===== config.mk =====
export PLATFORM = sky130hd
export DESIGN_NAME = stream_group_reverser_core
export DESIGN_NICKNAME = d
export VERILOG_FILES = /design/src/rtl/srev_pkg.sv /design/src/rtl/stream_group_reverser_core.sv /design/src/rtl/srev_ram.sv /design/src/rtl/srev_front.sv /design/src/rtl/srev_cmdq.sv /design/src/rtl/srev_back.sv
export SDC_FILE = /design/constraint.sdc
export NUM_CORES = 1
export LEC_CHECK = 0
export BUFFER_PORTS_ARGS = -buffer_cell sky130_fd_sc_hd__buf_2
export CELL_PAD_IN_SITES_DETAIL_PLACEMENT = 1
export CELL_PAD_IN_SITES_GLOBAL_PLACEMENT = 1
export CORE_UTILIZATION = 50
export CTS_CLUSTER_DIAMETER = 80
export DETAILED_ROUTE_END_ITERATION = 10
export PLACE_DENSITY = 0.88
export SLEW_MARGIN = 20
export SYNTH_ARGS = -nofsm -noshare
export SYNTH_HDL_FRONTEND = slang
export SYNTH_SLANG_ARGS = --single-unit

===== constraint.sdc =====
create_clock -name clk -period 4.89 [get_ports clk]
set_input_delay 0 -clock clk [delete_from_list [all_inputs] [get_ports clk]]
set_output_delay 0 -clock clk [all_outputs]
set_load 0.01 [all_outputs]

===== src/rtl/srev_pkg.sv =====
// Shared constants and types for the stream group reverser.
package srev_pkg;

	localparam int CFG_W          = 5;
	localparam logic [CFG_W-1:0] CFG_RESET = 5'd2;
	localparam int GROUP_MAX_DEF  = 16;
	localparam int DATA_WIDTH_DEF = 16;
	localparam int CNT_MAX_W      = 7;

	typedef struct packed {
		logic                 bank;
		logic [CNT_MAX_W-1:0] count;
		logic                 rev;
	} cmd_t;

	typedef struct packed {
		logic valid;
		logic bank;
	} rel_t;

endpackage


===== src/rtl/stream_group_reverser_core.sv =====
// Top level of the stream group reverser.
//
//   Channel   Direction  Signals                       Contents
//   s_        in         tvalid tready tdata tlast     value, end of list
//   m_        out        tvalid tready tdata tlast     reordered value, last of run
//   cfg_      in         wr_en wr_data                 group size
//
// A word is stored as it is taken; a completed group is read back from a two-bank
// buffer at one word per cycle through the single read port while the output is
// not stalled. The front end fills one bank while the back end drains the other,
// and stalls only when both banks are still owed. Reset returns the control logic
// to idle and sets the group size to 2; the buffer itself needs no clearing.
module stream_group_reverser_core import srev_pkg::*; #(
	parameter int GROUP_MAX  = GROUP_MAX_DEF,
	parameter int DATA_WIDTH = DATA_WIDTH_DEF,
	localparam int TDATA_W = ((DATA_WIDTH + 7) / 8) * 8,
	localparam int SLOT_W  = (GROUP_MAX > 1) ? $clog2(GROUP_MAX) : 1
) (
	input  logic               clk,
	input  logic               arst_n,
	input  logic               cfg_wr_en,
	input  logic [CFG_W-1:0]   cfg_wr_data,  // group_size
	input  logic               s_tvalid,
	output logic               s_tready,
	input  logic [TDATA_W-1:0] s_tdata,      // value
	input  logic               s_tlast,      // end_of_list
	output logic               m_tvalid,
	input  logic               m_tready,
	output logic [TDATA_W-1:0] m_tdata,      // out_value
	output logic               m_tlast       // run_last
);

	logic                  wr_en;
	logic [SLOT_W:0]       wr_addr;
	logic [DATA_WIDTH-1:0] wr_data;
	logic                  rd_en;
	logic [SLOT_W:0]       rd_addr;
	logic [DATA_WIDTH-1:0] rd_data;
	logic                  cmd_valid;
	cmd_t                  cmd;
	logic                  q_valid;
	cmd_t                  q_cmd;
	logic                  q_pop;
	rel_t                  rel;
	logic [DATA_WIDTH-1:0] out_value;

	srev_front #(
		.GROUP_MAX (GROUP_MAX),
		.DATA_WIDTH(DATA_WIDTH)
	) u_front (
		.clk        (clk),
		.arst_n     (arst_n),
		.cfg_wr_en  (cfg_wr_en),
		.cfg_wr_data(cfg_wr_data),
		.in_valid   (s_tvalid),
		.in_ready   (s_tready),
		.in_value   (s_tdata[DATA_WIDTH-1:0]),
		.in_last    (s_tlast),
		.wr_en      (wr_en),
		.wr_addr    (wr_addr),
		.wr_data    (wr_data),
		.cmd_valid  (cmd_valid),
		.cmd        (cmd),
		.rel        (rel)
	);

	srev_ram #(
		.WIDTH(DATA_WIDTH),
		.DEPTH(2 << SLOT_W)
	) u_ram (
		.clk    (clk),
		.wr_en  (wr_en),
		.wr_addr(wr_addr),
		.wr_data(wr_data),
		.rd_en  (rd_en),
		.rd_addr(rd_addr),
		.rd_data(rd_data)
	);

	srev_cmdq u_cmdq (
		.clk     (clk),
		.arst_n  (arst_n),
		.push    (cmd_valid),
		.push_cmd(cmd),
		.pop     (q_pop),
		.valid   (q_valid),
		.head    (q_cmd)
	);

	srev_back #(
		.GROUP_MAX (GROUP_MAX),
		.DATA_WIDTH(DATA_WIDTH)
	) u_back (
		.clk      (clk),
		.arst_n   (arst_n),
		.q_valid  (q_valid),
		.q_cmd    (q_cmd),
		.q_pop    (q_pop),
		.rd_en    (rd_en),
		.rd_addr  (rd_addr),
		.rd_data  (rd_data),
		.rel      (rel),
		.out_valid(m_tvalid),
		.out_ready(m_tready),
		.out_value(out_value),
		.out_last (m_tlast)
	);

	assign m_tdata = TDATA_W'(out_value);

endmodule


===== src/rtl/srev_ram.sv =====
// Generic single-write, single-read RAM with registered read data.
module srev_ram #(
	parameter int WIDTH = 16,
	parameter int DEPTH = 32
) (
	input  logic                     clk,
	input  logic                     wr_en,
	input  logic [$clog2(DEPTH)-1:0] wr_addr,
	input  logic [WIDTH-1:0]         wr_data,
	input  logic                     rd_en,
	input  logic [$clog2(DEPTH)-1:0] rd_addr,
	output logic [WIDTH-1:0]         rd_data
);

	logic [WIDTH-1:0] mem_q [DEPTH];

	always_ff @(posedge clk) begin
		if (wr_en) begin
			mem_q[wr_addr] <= wr_data;
		end
		if (rd_en) begin
			rd_data <= mem_q[rd_addr];
		end
	end

endmodule


===== src/rtl/srev_front.sv =====
// Front end: takes words, stores them in the current bank and issues group commands.
module srev_front import srev_pkg::*; #(
	parameter int GROUP_MAX  = GROUP_MAX_DEF,
	parameter int DATA_WIDTH = DATA_WIDTH_DEF,
	localparam int CNT_W  = $clog2(GROUP_MAX + 1),
	localparam int SLOT_W = (GROUP_MAX > 1) ? $clog2(GROUP_MAX) : 1
) (
	input  logic                  clk,
	input  logic                  arst_n,
	input  logic                  cfg_wr_en,
	input  logic [CFG_W-1:0]      cfg_wr_data,
	input  logic                  in_valid,
	output logic                  in_ready,
	input  logic [DATA_WIDTH-1:0] in_value,
	input  logic                  in_last,
	output logic                  wr_en,
	output logic [SLOT_W:0]       wr_addr,
	output logic [DATA_WIDTH-1:0] wr_data,
	output logic                  cmd_valid,
	output cmd_t                  cmd,
	input  rel_t                  rel
);

	localparam int KW = (CNT_W > CFG_W) ? CNT_W : CFG_W;

	logic [CFG_W-1:0] group_size_q;
	logic [CNT_W-1:0] fill_q;
	logic             bank_q;
	logic [1:0]       busy_q;
	logic [KW-1:0]    gs_ext;
	logic [KW-1:0]    k;
	logic [KW-1:0]    n_ext;
	logic             accept;
	logic             done;

	assign in_ready = !busy_q[bank_q];
	assign accept   = in_valid && in_ready;

	assign gs_ext = KW'(group_size_q);
	always_comb begin
		if (group_size_q == '0) begin
			k = KW'(1);
		end else if (gs_ext > KW'(GROUP_MAX)) begin
			k = KW'(GROUP_MAX);
		end else begin
			k = gs_ext;
		end
	end

	assign n_ext = KW'(fill_q) + KW'(1);
	assign done  = n_ext >= k;

	assign wr_en   = accept;
	assign wr_addr = {bank_q, fill_q[SLOT_W-1:0]};
	assign wr_data = in_value;

	assign cmd_valid = accept && (done || in_last);
	assign cmd.bank  = bank_q;
	assign cmd.count = CNT_MAX_W'(n_ext);
	assign cmd.rev   = done;

	always_ff @(posedge clk or negedge arst_n) begin
		if (!arst_n) begin
			group_size_q <= CFG_RESET;
			fill_q       <= '0;
			bank_q       <= 1'b0;
			busy_q       <= '0;
		end else begin
			if (cfg_wr_en) begin
				group_size_q <= cfg_wr_data;
			end
			if (accept) begin
				if (cmd_valid) begin
					fill_q <= '0;
					bank_q <= !bank_q;
				end else begin
					fill_q <= n_ext[CNT_W-1:0];
				end
			end
			for (int b = 0; b < 2; b++) begin
				if (cmd_valid && (bank_q == 1'(b))) begin
					busy_q[b] <= 1'b1;
				end else if (rel.valid && (rel.bank == 1'(b))) begin
					busy_q[b] <= 1'b0;
				end
			end
		end
	end

endmodule


===== src/rtl/srev_cmdq.sv =====
// Two-entry command queue between the front end and the back end.
module srev_cmdq import srev_pkg::*; (
	input  logic clk,
	input  logic arst_n,
	input  logic push,
	input  cmd_t push_cmd,
	input  logic pop,
	output logic valid,
	output cmd_t head
);

	cmd_t       entry_q [2];
	logic       wp_q;
	logic       rp_q;
	logic [1:0] cnt_q;

	assign valid = cnt_q != 2'd0;
	assign head  = entry_q[rp_q];

	always_ff @(posedge clk) begin
		if (push) begin
			entry_q[wp_q] <= push_cmd;
		end
	end

	always_ff @(posedge clk or negedge arst_n) begin
		if (!arst_n) begin
			wp_q  <= 1'b0;
			rp_q  <= 1'b0;
			cnt_q <= '0;
		end else begin
			if (push) begin
				wp_q <= !wp_q;
			end
			if (pop) begin
				rp_q <= !rp_q;
			end
			cnt_q <= cnt_q + 2'(push) - 2'(pop);
		end
	end

endmodule


===== src/rtl/srev_back.sv =====
// Back end: reads a committed bank in the commanded order and streams the words out.
module srev_back import srev_pkg::*; #(
	parameter int GROUP_MAX  = GROUP_MAX_DEF,
	parameter int DATA_WIDTH = DATA_WIDTH_DEF,
	localparam int CNT_W  = $clog2(GROUP_MAX + 1),
	localparam int SLOT_W = (GROUP_MAX > 1) ? $clog2(GROUP_MAX) : 1
) (
	input  logic                  clk,
	input  logic                  arst_n,
	input  logic                  q_valid,
	input  cmd_t                  q_cmd,
	output logic                  q_pop,
	output logic                  rd_en,
	output logic [SLOT_W:0]       rd_addr,
	input  logic [DATA_WIDTH-1:0] rd_data,
	output rel_t                  rel,
	output logic                  out_valid,
	input  logic                  out_ready,
	output logic [DATA_WIDTH-1:0] out_value,
	output logic                  out_last
);

	logic                  active_q;
	logic                  bank_q;
	logic                  rev_q;
	logic [CNT_W-1:0]      cnt_q;
	logic [CNT_W-1:0]      idx_q;
	logic                  inflight_s1;
	logic                  last_s1;
	logic [DATA_WIDTH-1:0] data_q [2];
	logic                  flag_q [2];
	logic                  wp_q;
	logic                  rp_q;
	logic [1:0]            occ_q;
	logic                  pop_out;
	logic                  room;
	logic                  issue;
	logic                  last_rd;
	logic [CNT_W-1:0]      slot;

	assign out_valid = occ_q != 2'd0;
	assign out_value = data_q[rp_q];
	assign out_last  = flag_q[rp_q];
	assign pop_out   = out_valid && out_ready;

	assign room    = (3'(occ_q) + 3'(inflight_s1)) <= (3'd1 + 3'(pop_out));
	assign issue   = active_q && room;
	assign last_rd = idx_q == (cnt_q - CNT_W'(1));
	assign q_pop   = q_valid && (!active_q || (issue && last_rd));

	assign slot    = rev_q ? (cnt_q - CNT_W'(1) - idx_q) : idx_q;
	assign rd_en   = issue;
	assign rd_addr = {bank_q, slot[SLOT_W-1:0]};

	assign rel.valid = issue && last_rd;
	assign rel.bank  = bank_q;

	always_ff @(posedge clk) begin
		last_s1 <= last_rd;
		if (inflight_s1) begin
			data_q[wp_q] <= rd_data;
			flag_q[wp_q] <= last_s1;
		end
		if (q_pop) begin
			bank_q <= q_cmd.bank;
			rev_q  <= q_cmd.rev;
			cnt_q  <= q_cmd.count[CNT_W-1:0];
		end
	end

	always_ff @(posedge clk or negedge arst_n) begin
		if (!arst_n) begin
			active_q    <= 1'b0;
			idx_q       <= '0;
			inflight_s1 <= 1'b0;
			wp_q        <= 1'b0;
			rp_q        <= 1'b0;
			occ_q       <= '0;
		end else begin
			priority if (q_pop) begin
				active_q <= 1'b1;
				idx_q    <= '0;
			end else if (issue) begin
				if (last_rd) begin
					active_q <= 1'b0;
				end else begin
					idx_q <= idx_q + CNT_W'(1);
				end
			end else begin
				active_q <= active_q;
			end
			inflight_s1 <= issue;
			if (inflight_s1) begin
				wp_q <= !wp_q;
			end
			if (pop_out) begin
				rp_q <= !rp_q;
			end
			occ_q <= occ_q + 2'(inflight_s1) - 2'(pop_out);
		end
	end

endmodule


# Yosys cells after proc, flatten, opt, wreduce, memory -nomap -nowiden

Memory sizes are Yosys's and may differ from the RTL's. A register that Yosys moved wholly into a read port is not among the register bits.
Index checks and enable logic that the tools add are counted.

Output and inout bits: 19
Register bits: 29
Memory bits (writable): 560
Word-level logic and storage cells: 88
Memories: 4
Bits of input ports: 27

Memories:

| name           | words | width | read ports | clocked after Yosys merged registers in | write ports | RTL line        | text |
|---|---|---|---|---|---|---|---|
| u_ram.mem_q    | 32    | 16    | 1          | 1                                       | 1           | srev_ram.sv:15  | `logic [WIDTH-1:0] mem_q [DEPTH];` |
| u_back.data_q  | 2     | 16    | 1          | 0                                       | 1           | srev_back.sv:30 | `logic [DATA_WIDTH-1:0] data_q [2];` |
| u_cmdq.entry_q | 2     | 7     | 1          | 1                                       | 1           | srev_cmdq.sv:12 | `cmd_t entry_q [2];` |
| u_back.flag_q  | 2     | 1     | 1          | 0                                       | 1           | srev_back.sv:31 | `logic flag_q [2];` |

Bitwise operators: 2
Reduce and logical (&&, ||, !) cells: 29
Multiplexer cells: 22
Add/subtract/negate cells: 10
Equal/unequal tests: 2
Order comparisons: 4

Operator list:

| kind                                                                  | count |
|---|---|
| 5-bit 2-to-1 mux                                                      | 6 |
| 1-bit 2-to-1 mux                                                      | 15 |
| 2-bit nonzero test                                                    | 6 |
| 5-bit by 1-bit adder with 5-bit output (second input constant)        | 2 |
| 1-bit logical AND                                                     | 10 |
| 1-bit zero test                                                       | 7 |
| 2-bit AND reduction                                                   | 3 |
| 5-bit equality test                                                   | 1 |
| 5-bit greater-or-equal comparator                                     | 1 |
| 5-bit > comparator (second input constant)                            | 1 |
| 5-bit zero test                                                       | 1 |
| 5-bit by 1-bit subtractor with 5-bit output (second input constant)   | 1 |
| 2-bit by 1-bit adder with 2-bit output                                | 2 |
| 4-bit 2-to-1 mux                                                      | 1 |
| 2-bit by 1-bit subtractor with 2-bit output                           | 2 |
| 4-bit subtractor                                                      | 1 |
| 2-bit by 1-bit adder with 3-bit output                                | 1 |
| 3-bit <= comparator                                                   | 1 |
| 1-bit by 1-bit adder with 2-bit output (first input constant)         | 1 |
| 1-bit logical OR                                                      | 2 |
| 1-bit by 2-bit < comparator with 1-bit output (second input constant) | 1 |
| 2-bit inequality test (second input constant)                         | 1 |
| 1-bit inverter                                                        | 2 |

# Depth between registers and ports, before layout

Depth in word-level cells: 10
Gate-level depth with buffers: 15
Gate-level depth less buffers: 15

# Hierarchy

A second synthesis with hierarchy kept.

Cell total of the unflattened synthesis: 1,444
Area total of the unflattened synthesis: 24,835.1 sq um

Modules (own cells, without submodules):

| module     | instances | area each (sq um) | cells each | seq. area each (sq um) |
|---|---|---|---|---|
| srev_ram   | 1         | 20,696.1          | 1,143      | 15,855.2 |
| srev_back  | 1         | 2,319.7           | 156        | 1,526.5 |
| srev_front | 1         | 939.7             | 103        | 326.6 |
| srev_cmdq  | 1         | 879.6             | 42         | 640.6 |

# Worst setup path before layout

Ideal clock, no wire load.

Kind: register -> register
From: register u_back.occ_q[1]
To: register u_cmdq.cnt_q[1]
Period minus slack after synthesis: 3.588 ns
Cell stages (with the launch flop): 15
Data arrival time: 3.508 ns
Data required time: 4.810 ns
Path slack: 1.302 ns
Library setup time: 0.080 ns
Cell sequence: dfrtp_1 or2_2 nand2_1 inv_1 fa_1 nor3b_1 o21ai_0 inv_1 nand2_1 a21oi_2 ha_1 inv_1 ha_1 xnor2_1 xnor2_1

Longest elaborated chain between the ends: 9

RTL lines:

| what                                        | RTL line                         | text |
|---|---|---|
| from (decl)                                 | srev_back.sv:34                  | `logic [1:0] occ_q;` |
| from (signal assigned)                      | srev_back.sv:99                  | `occ_q <= occ_q + 2'(inflight_s1) - 2'(pop_out);` |
| 2-bit nonzero test                          | srev_back.sv:41                  | `assign out_valid = occ_q != 2'd0;` |
| via m_tvalid                                | stream_group_reverser_core.sv:27 | `output logic m_tvalid,` |
| 1-bit logical AND                           | srev_back.sv:44                  | `assign pop_out = out_valid && out_ready;` |
| via u_back.pop_out                          | srev_back.sv:35                  | `logic pop_out;` |
| 1-bit by 1-bit adder with 2-bit output      | srev_back.sv:46                  | `assign room = (3'(occ_q) + 3'(inflight_s1)) <= (3'd1 + 3'(pop_out));` |
| 3-bit <= comparator                         | srev_back.sv:46                  |  |
| 1-bit logical AND                           | srev_back.sv:47                  | `assign issue = active_q && room;` |
| via rd_en                                   | stream_group_reverser_core.sv:36 | `logic rd_en;` |
| 1-bit logical AND                           | srev_back.sv:49                  | `assign q_pop = q_valid && (!active_q \|\| (issue && last_rd));` |
| 1-bit logical OR                            | srev_back.sv:49                  |  |
| 1-bit logical AND                           | srev_back.sv:49                  |  |
| via q_pop                                   | stream_group_reverser_core.sv:43 | `logic q_pop;` |
| 2-bit by 1-bit subtractor with 2-bit output | srev_cmdq.sv:38                  | `cnt_q <= cnt_q + 2'(push) - 2'(pop);` |
| to (signal assigned)                        | srev_cmdq.sv:38                  |  |
| to (decl)                                   | srev_cmdq.sv:15                  | `logic [1:0] cnt_q;` |

The timed path passes the listed nets, and every way through them passes these cells.
A chain may end at the register's enable or synchronous reset.

# Final worst setup path

From: register u_back.cnt_q[0] (read register of u_cmdq.entry_q)
To: register u_ram.rd_data[10] (read register of u_ram.mem_q), data pin

Longest elaborated chain between the ends: 3

RTL lines:

| what                                        | RTL line        | text |
|---|---|---|
| from (decl)                                 | srev_back.sv:26 | `logic [CNT_W-1:0] cnt_q;` |
| 5-bit by 1-bit subtractor with 5-bit output | -               |  |
| 4-bit subtractor                            | srev_back.sv:51 | `assign slot = rev_q ? (cnt_q - CNT_W'(1) - idx_q) : idx_q;` |
| 4-bit 2-to-1 mux                            | srev_back.sv:51 |  |
| to (decl)                                   | srev_ram.sv:12  | `output logic [WIDTH-1:0] rd_data` |

No other way between the ends.

==> metrics.csv <==
stage;metric;value;unit
logic_synthesis;synth_fa_ha_area_frac;0.01131;
global_routing;gr-max-usage-layer;met2;
global_routing;global_route.usage.met1;0.3865;
final_layout;area_growth_syn_to_layout;12.56;%
setup_path;timing.critical_path.required;5.25;ns
power;design_power_total;19.02;mW
logic_synthesis;synthTopCellsByCount;583 x edfxtp_1, 200 x nor2_1, 116 x o211ai_1, 85 x clkbuf_1, 75 x nand2_1;
setup_path;crit_path_max_fanout;54;
setup_path;worst-endpoint-arrival;4.25;ns
global_routing;grt.met3_usage;0.07361;
logic_synthesis;post_synth_top_area_cell;edfxtp_1;
die;fp.dieW;233.4;um
final_layout;finalNetCount;2074;
status;run_status;complete, but fails checks;
die;fp.dieH;233.4;um
clock_network;clock_sink_count;612;
sta;grt_setup_unrepaired;false;
placement;hpwlAfterDp;51710;um
routing;route.detailed.drc;4;
logic_synthesis;synth-xor-area-share;0.007200;
global_routing;globalRoute.totalOverflow;0;
global_routing;grt_antenna_before_repair;2;
worst_hold_path;worst_hold_path_type;primary input to register;
power;power.ir.vdd_worst;0.4061;mV
routing;detail_route.iter0.violations;2386;
logic_synthesis;synth_warnings;0;
clock_network;insertion_delay;0.64;ns
final_layout;antenna_cells_inserted;0;
die;ios;46;
sta;timing_max_transition_violations_final;0;
routing;num_vias;19271;
logic_synthesis;synthesis.area;26760;um2
clock_network;cts_tree;yes;
routing;detail_route.wirelength;87170;um
global_routing;grt_max_degree;69;
logic_synthesis;synth_simple_gate_area_frac;0.09229;
logic_synthesis;yosysSeqAreaShare;0.6811;
setup_path;regToRegStartpoint;u_back.cnt_q[0]$_DFFE_PP_;
die;floorplan.die_area;54450;um2
sta;tns;0;ns
sta;fmax;257.0;MHz
sta;max_slew.worst_pin.slew;1.049;ns
logic_synthesis;synth_area_leaders;edfxtp_1 65%, o211ai_1 3.3%, nor2_1 2.8%;
sta;finalWorstPathRequiredPeriod;3.891;ns
sta;postLayoutSetupSlackWorst;0.9991;ns
die;floorplan.core_area;52760;um2
logic_synthesis;synthDistinctLibCells;65;
logic_synthesis;ys_seq_elements;612;
placement;pre_cts_slack;1.118;ns
logic_synthesis;synthesis.area_per_instance;13.69;um2
sta;timing.clock.skew;0.01820;ns
global_routing;vias_in_the_first_global_route;20280;
job;max-cap-violations;0;
die;std_cell_rows;84;
setup_path;critPathKind;register to register;
power;power_leakage;9.884;nW
logic_synthesis;post-synth-top-count-cell;edfxtp_1;
clock_network;worst_setup_hold_path_clk_slew;0.07;ns
routing;first_pass_iters;10;
logic_synthesis;dominantRegCellSynth;edfxtp_1;
final_layout;final_area;30120;um2
clock_network;clockRootBuffer;clkbuf_16;
setup_path;worstSetupStartpointType;register;
logic_synthesis;complex_gate_fraction_of_the_synthesized_area;0.1440;
final_layout;combined_area_of_the_multi_input_logic_cells;7784;um2
final_layout;seqCellArea;18230;um2
logic_synthesis;synth_top_area_share;0.6541;
sta;slew_headroom;0.2999;
setup_path;category_of_the_worst_setup_path_capture_point;register;
placement;port_buffers;45;
placement;place_area;27870;um2
logic_synthesis;synth_top_family_by_area;compound AO/OA/AOI/OAI gates;
sta;finalSetupViolations;0;
placement;gp_routability_congestion;0.8771;
logic_synthesis;synthMuxAreaShare;0.03469;
global_routing;grt_usage;0.3221;
clock_network;max-clock-path-buffers;3;
die;floorplan.initialDensity;0.5073;
status;violations_in_the_final_reports;DRC;
clock_network;ctsHtreeMaxLevel;2;
final_layout;post_route_cells_drive_above_1_share;0.1345;
global_routing;grt_first_pass_wirelength;128500;um
routing;wirelength_per_cell;31.56;um
setup_path;timing.critical_path.from;u_back.cnt_q[0]$_DFFE_PP_;
logic_synthesis;synthesized_nets;2005;
sta;post-route-period-util;0.7957;
global_routing;grt_use_met2;0.5420;
logic_synthesis;synth_cells;1955;
sta;finalHoldViolations;0;
worst_hold_path;worst_hold_startpoint;s_tdata[12];
routing;post_dr_vias_cell;6.977;
power;cellPowerDensity;631.5;nW/um2
logic_synthesis;synth-edff-count;583;
routing;antenna_nets_post_route;0;
logic_synthesis;asyncSetResetFlopFracSynth;0.04575;
final_layout;layout.filler_cells;5069;
clock_network;numCtsBuffers;60;
[layer usage]
| metal | part of all wire | wire [um] |
|---|---|---|
| met5 | 0 | 0 |
| met4 | 0.053 | 4607 |
| met3 | 0.10 | 8801 |
| met2 | 0.49 | 42670 |
| met1 | 0.36 | 31090 |
[worst paths after layout]
path,cells after the start,end,slack [ns]
setup / recovery,11,u_ram.rd_data[10]$_DFFE_PP_,1.0
hold / removal,1,u_ram.mem_q[12][12]$_DFFE_PP_,0.006
setup reg to reg,11,u_ram.rd_data[10]$_DFFE_PP_,1.0
hold reg to reg,0,u_back.flag_q[1]$_DFFE_PP_,0.44
max in group asynchronous,4,u_back.idx_q[0]$_DFFE_PN0P_,4.30
min in group asynchronous,3,u_front.group_size_q[1]$_DFFE_PN1P_,0.40
[kinds of logic (layout without fill, tap and decap cells)]
family	Yosys count	in the layout
flops	612	612
compound gates	533	533
fa+ha+maj	23	23
simple gates	504	504
buf+inv	181	300
xor+xnor	22	22
mux	80	80
[metrics by stage]
stage          hold WS, ns  std cells  utilization
3_3_place_gp       0.05286       2620       0.5283
6_report          0.006155       2762       0.5710
5_1_grt            0.01956       2762       0.5710
3_5_place_dp       0.07789       2620       0.5283
4_1_cts         0.00003725       2762       0.5710
2_1_floorplan      -0.2956       1955            -
[worst max-delay path, stage by stage (launching register included)]
cell and delay [ns]:
edfxtp_1 0.45, inv_1 0.09, ha_1 0.21, xor2_1 0.22, ha_1 0.33, xnor2_1 0.34, a21o_4 0.55, buf_12 0.39
mux2i_1 0.31, a22oi_1 0.15, a21oi_1 0.39, a211oi_1 0.10
[area by class of cell]
| type | instances | area share |
|---|---|---|
| well taps | 688 | 0.02858 |
| flip-flops and latches | 612 | 0.6053 |
| clock inverters | 47 | 0.01396 |
| repair buffers | 157 | 0.03946 |
| clock buffers | 65 | 0.05047 |
| multi-input cells | 1162 | 0.2584 |
| inverters | 31 | 0.003863 |
[sequential cells by signal, summed over array words and instances (netlist names), 2 cells and up]
register and flops:
u_cmdq.cnt_q 2, u_front.busy_q 2, u_front.group_size_q 5, u_back.data_q 32, u_back.idx_q 5, u_ram.mem_q 512
u_back.occ_q 2, u_back.flag_q 2, u_cmdq.entry_q 14, u_back.cnt_q 5, u_front.fill_q 5, u_ram.rd_data 16
[layout by cell type, fill, tap and decap left out, types with 8 or more instances in the layout]
master and count:
o21ai_0 36, nand4b_1 21, a21oi_1 48, nand3_1 32
o211ai_1 116, nor2b_1 57, clkinv_2 15, o22a_1 18
o22ai_1 69, clkbuf_16 60, mux2_2 28, o32ai_1 18
ha_1 20, o311ai_0 18, a211oi_1 51, o31a_1 8
inv_1 28, nor3_1 32, o2bb2ai_1 9, xnor2_1 13
mux2i_1 44, a31oi_1 10, a32oi_1 9, xor2_1 9
a311oi_1 14, a22oi_1 25, nor4_1 15, dlygate4sd3_1 29
nor2_1 200, buf_2 45, or3_1 23, dfrtp_1 25
and3_1 17, clkinv_1 18, nand2_1 75, edfxtp_1 583
buf_4 79, a2bb2oi_1 21, o31ai_1 40
[power by group]
part | internal (mW) | leakage, nW | switching, mW
clock | 2.61 | 0.946 | 2.06
sequential | 6.34 | 5.60 | 0.361
combinational | 2.48 | 3.33 | 5.17
[what timing repair did]
action | 4_1_cts | 5_1_grt
setup buffers | 0 | 0
resized for setup | 0 | 0
hold endpoints to repair | 399 | 0
hold buffers | 30 | 0
(Power assumes the default switching activity.)
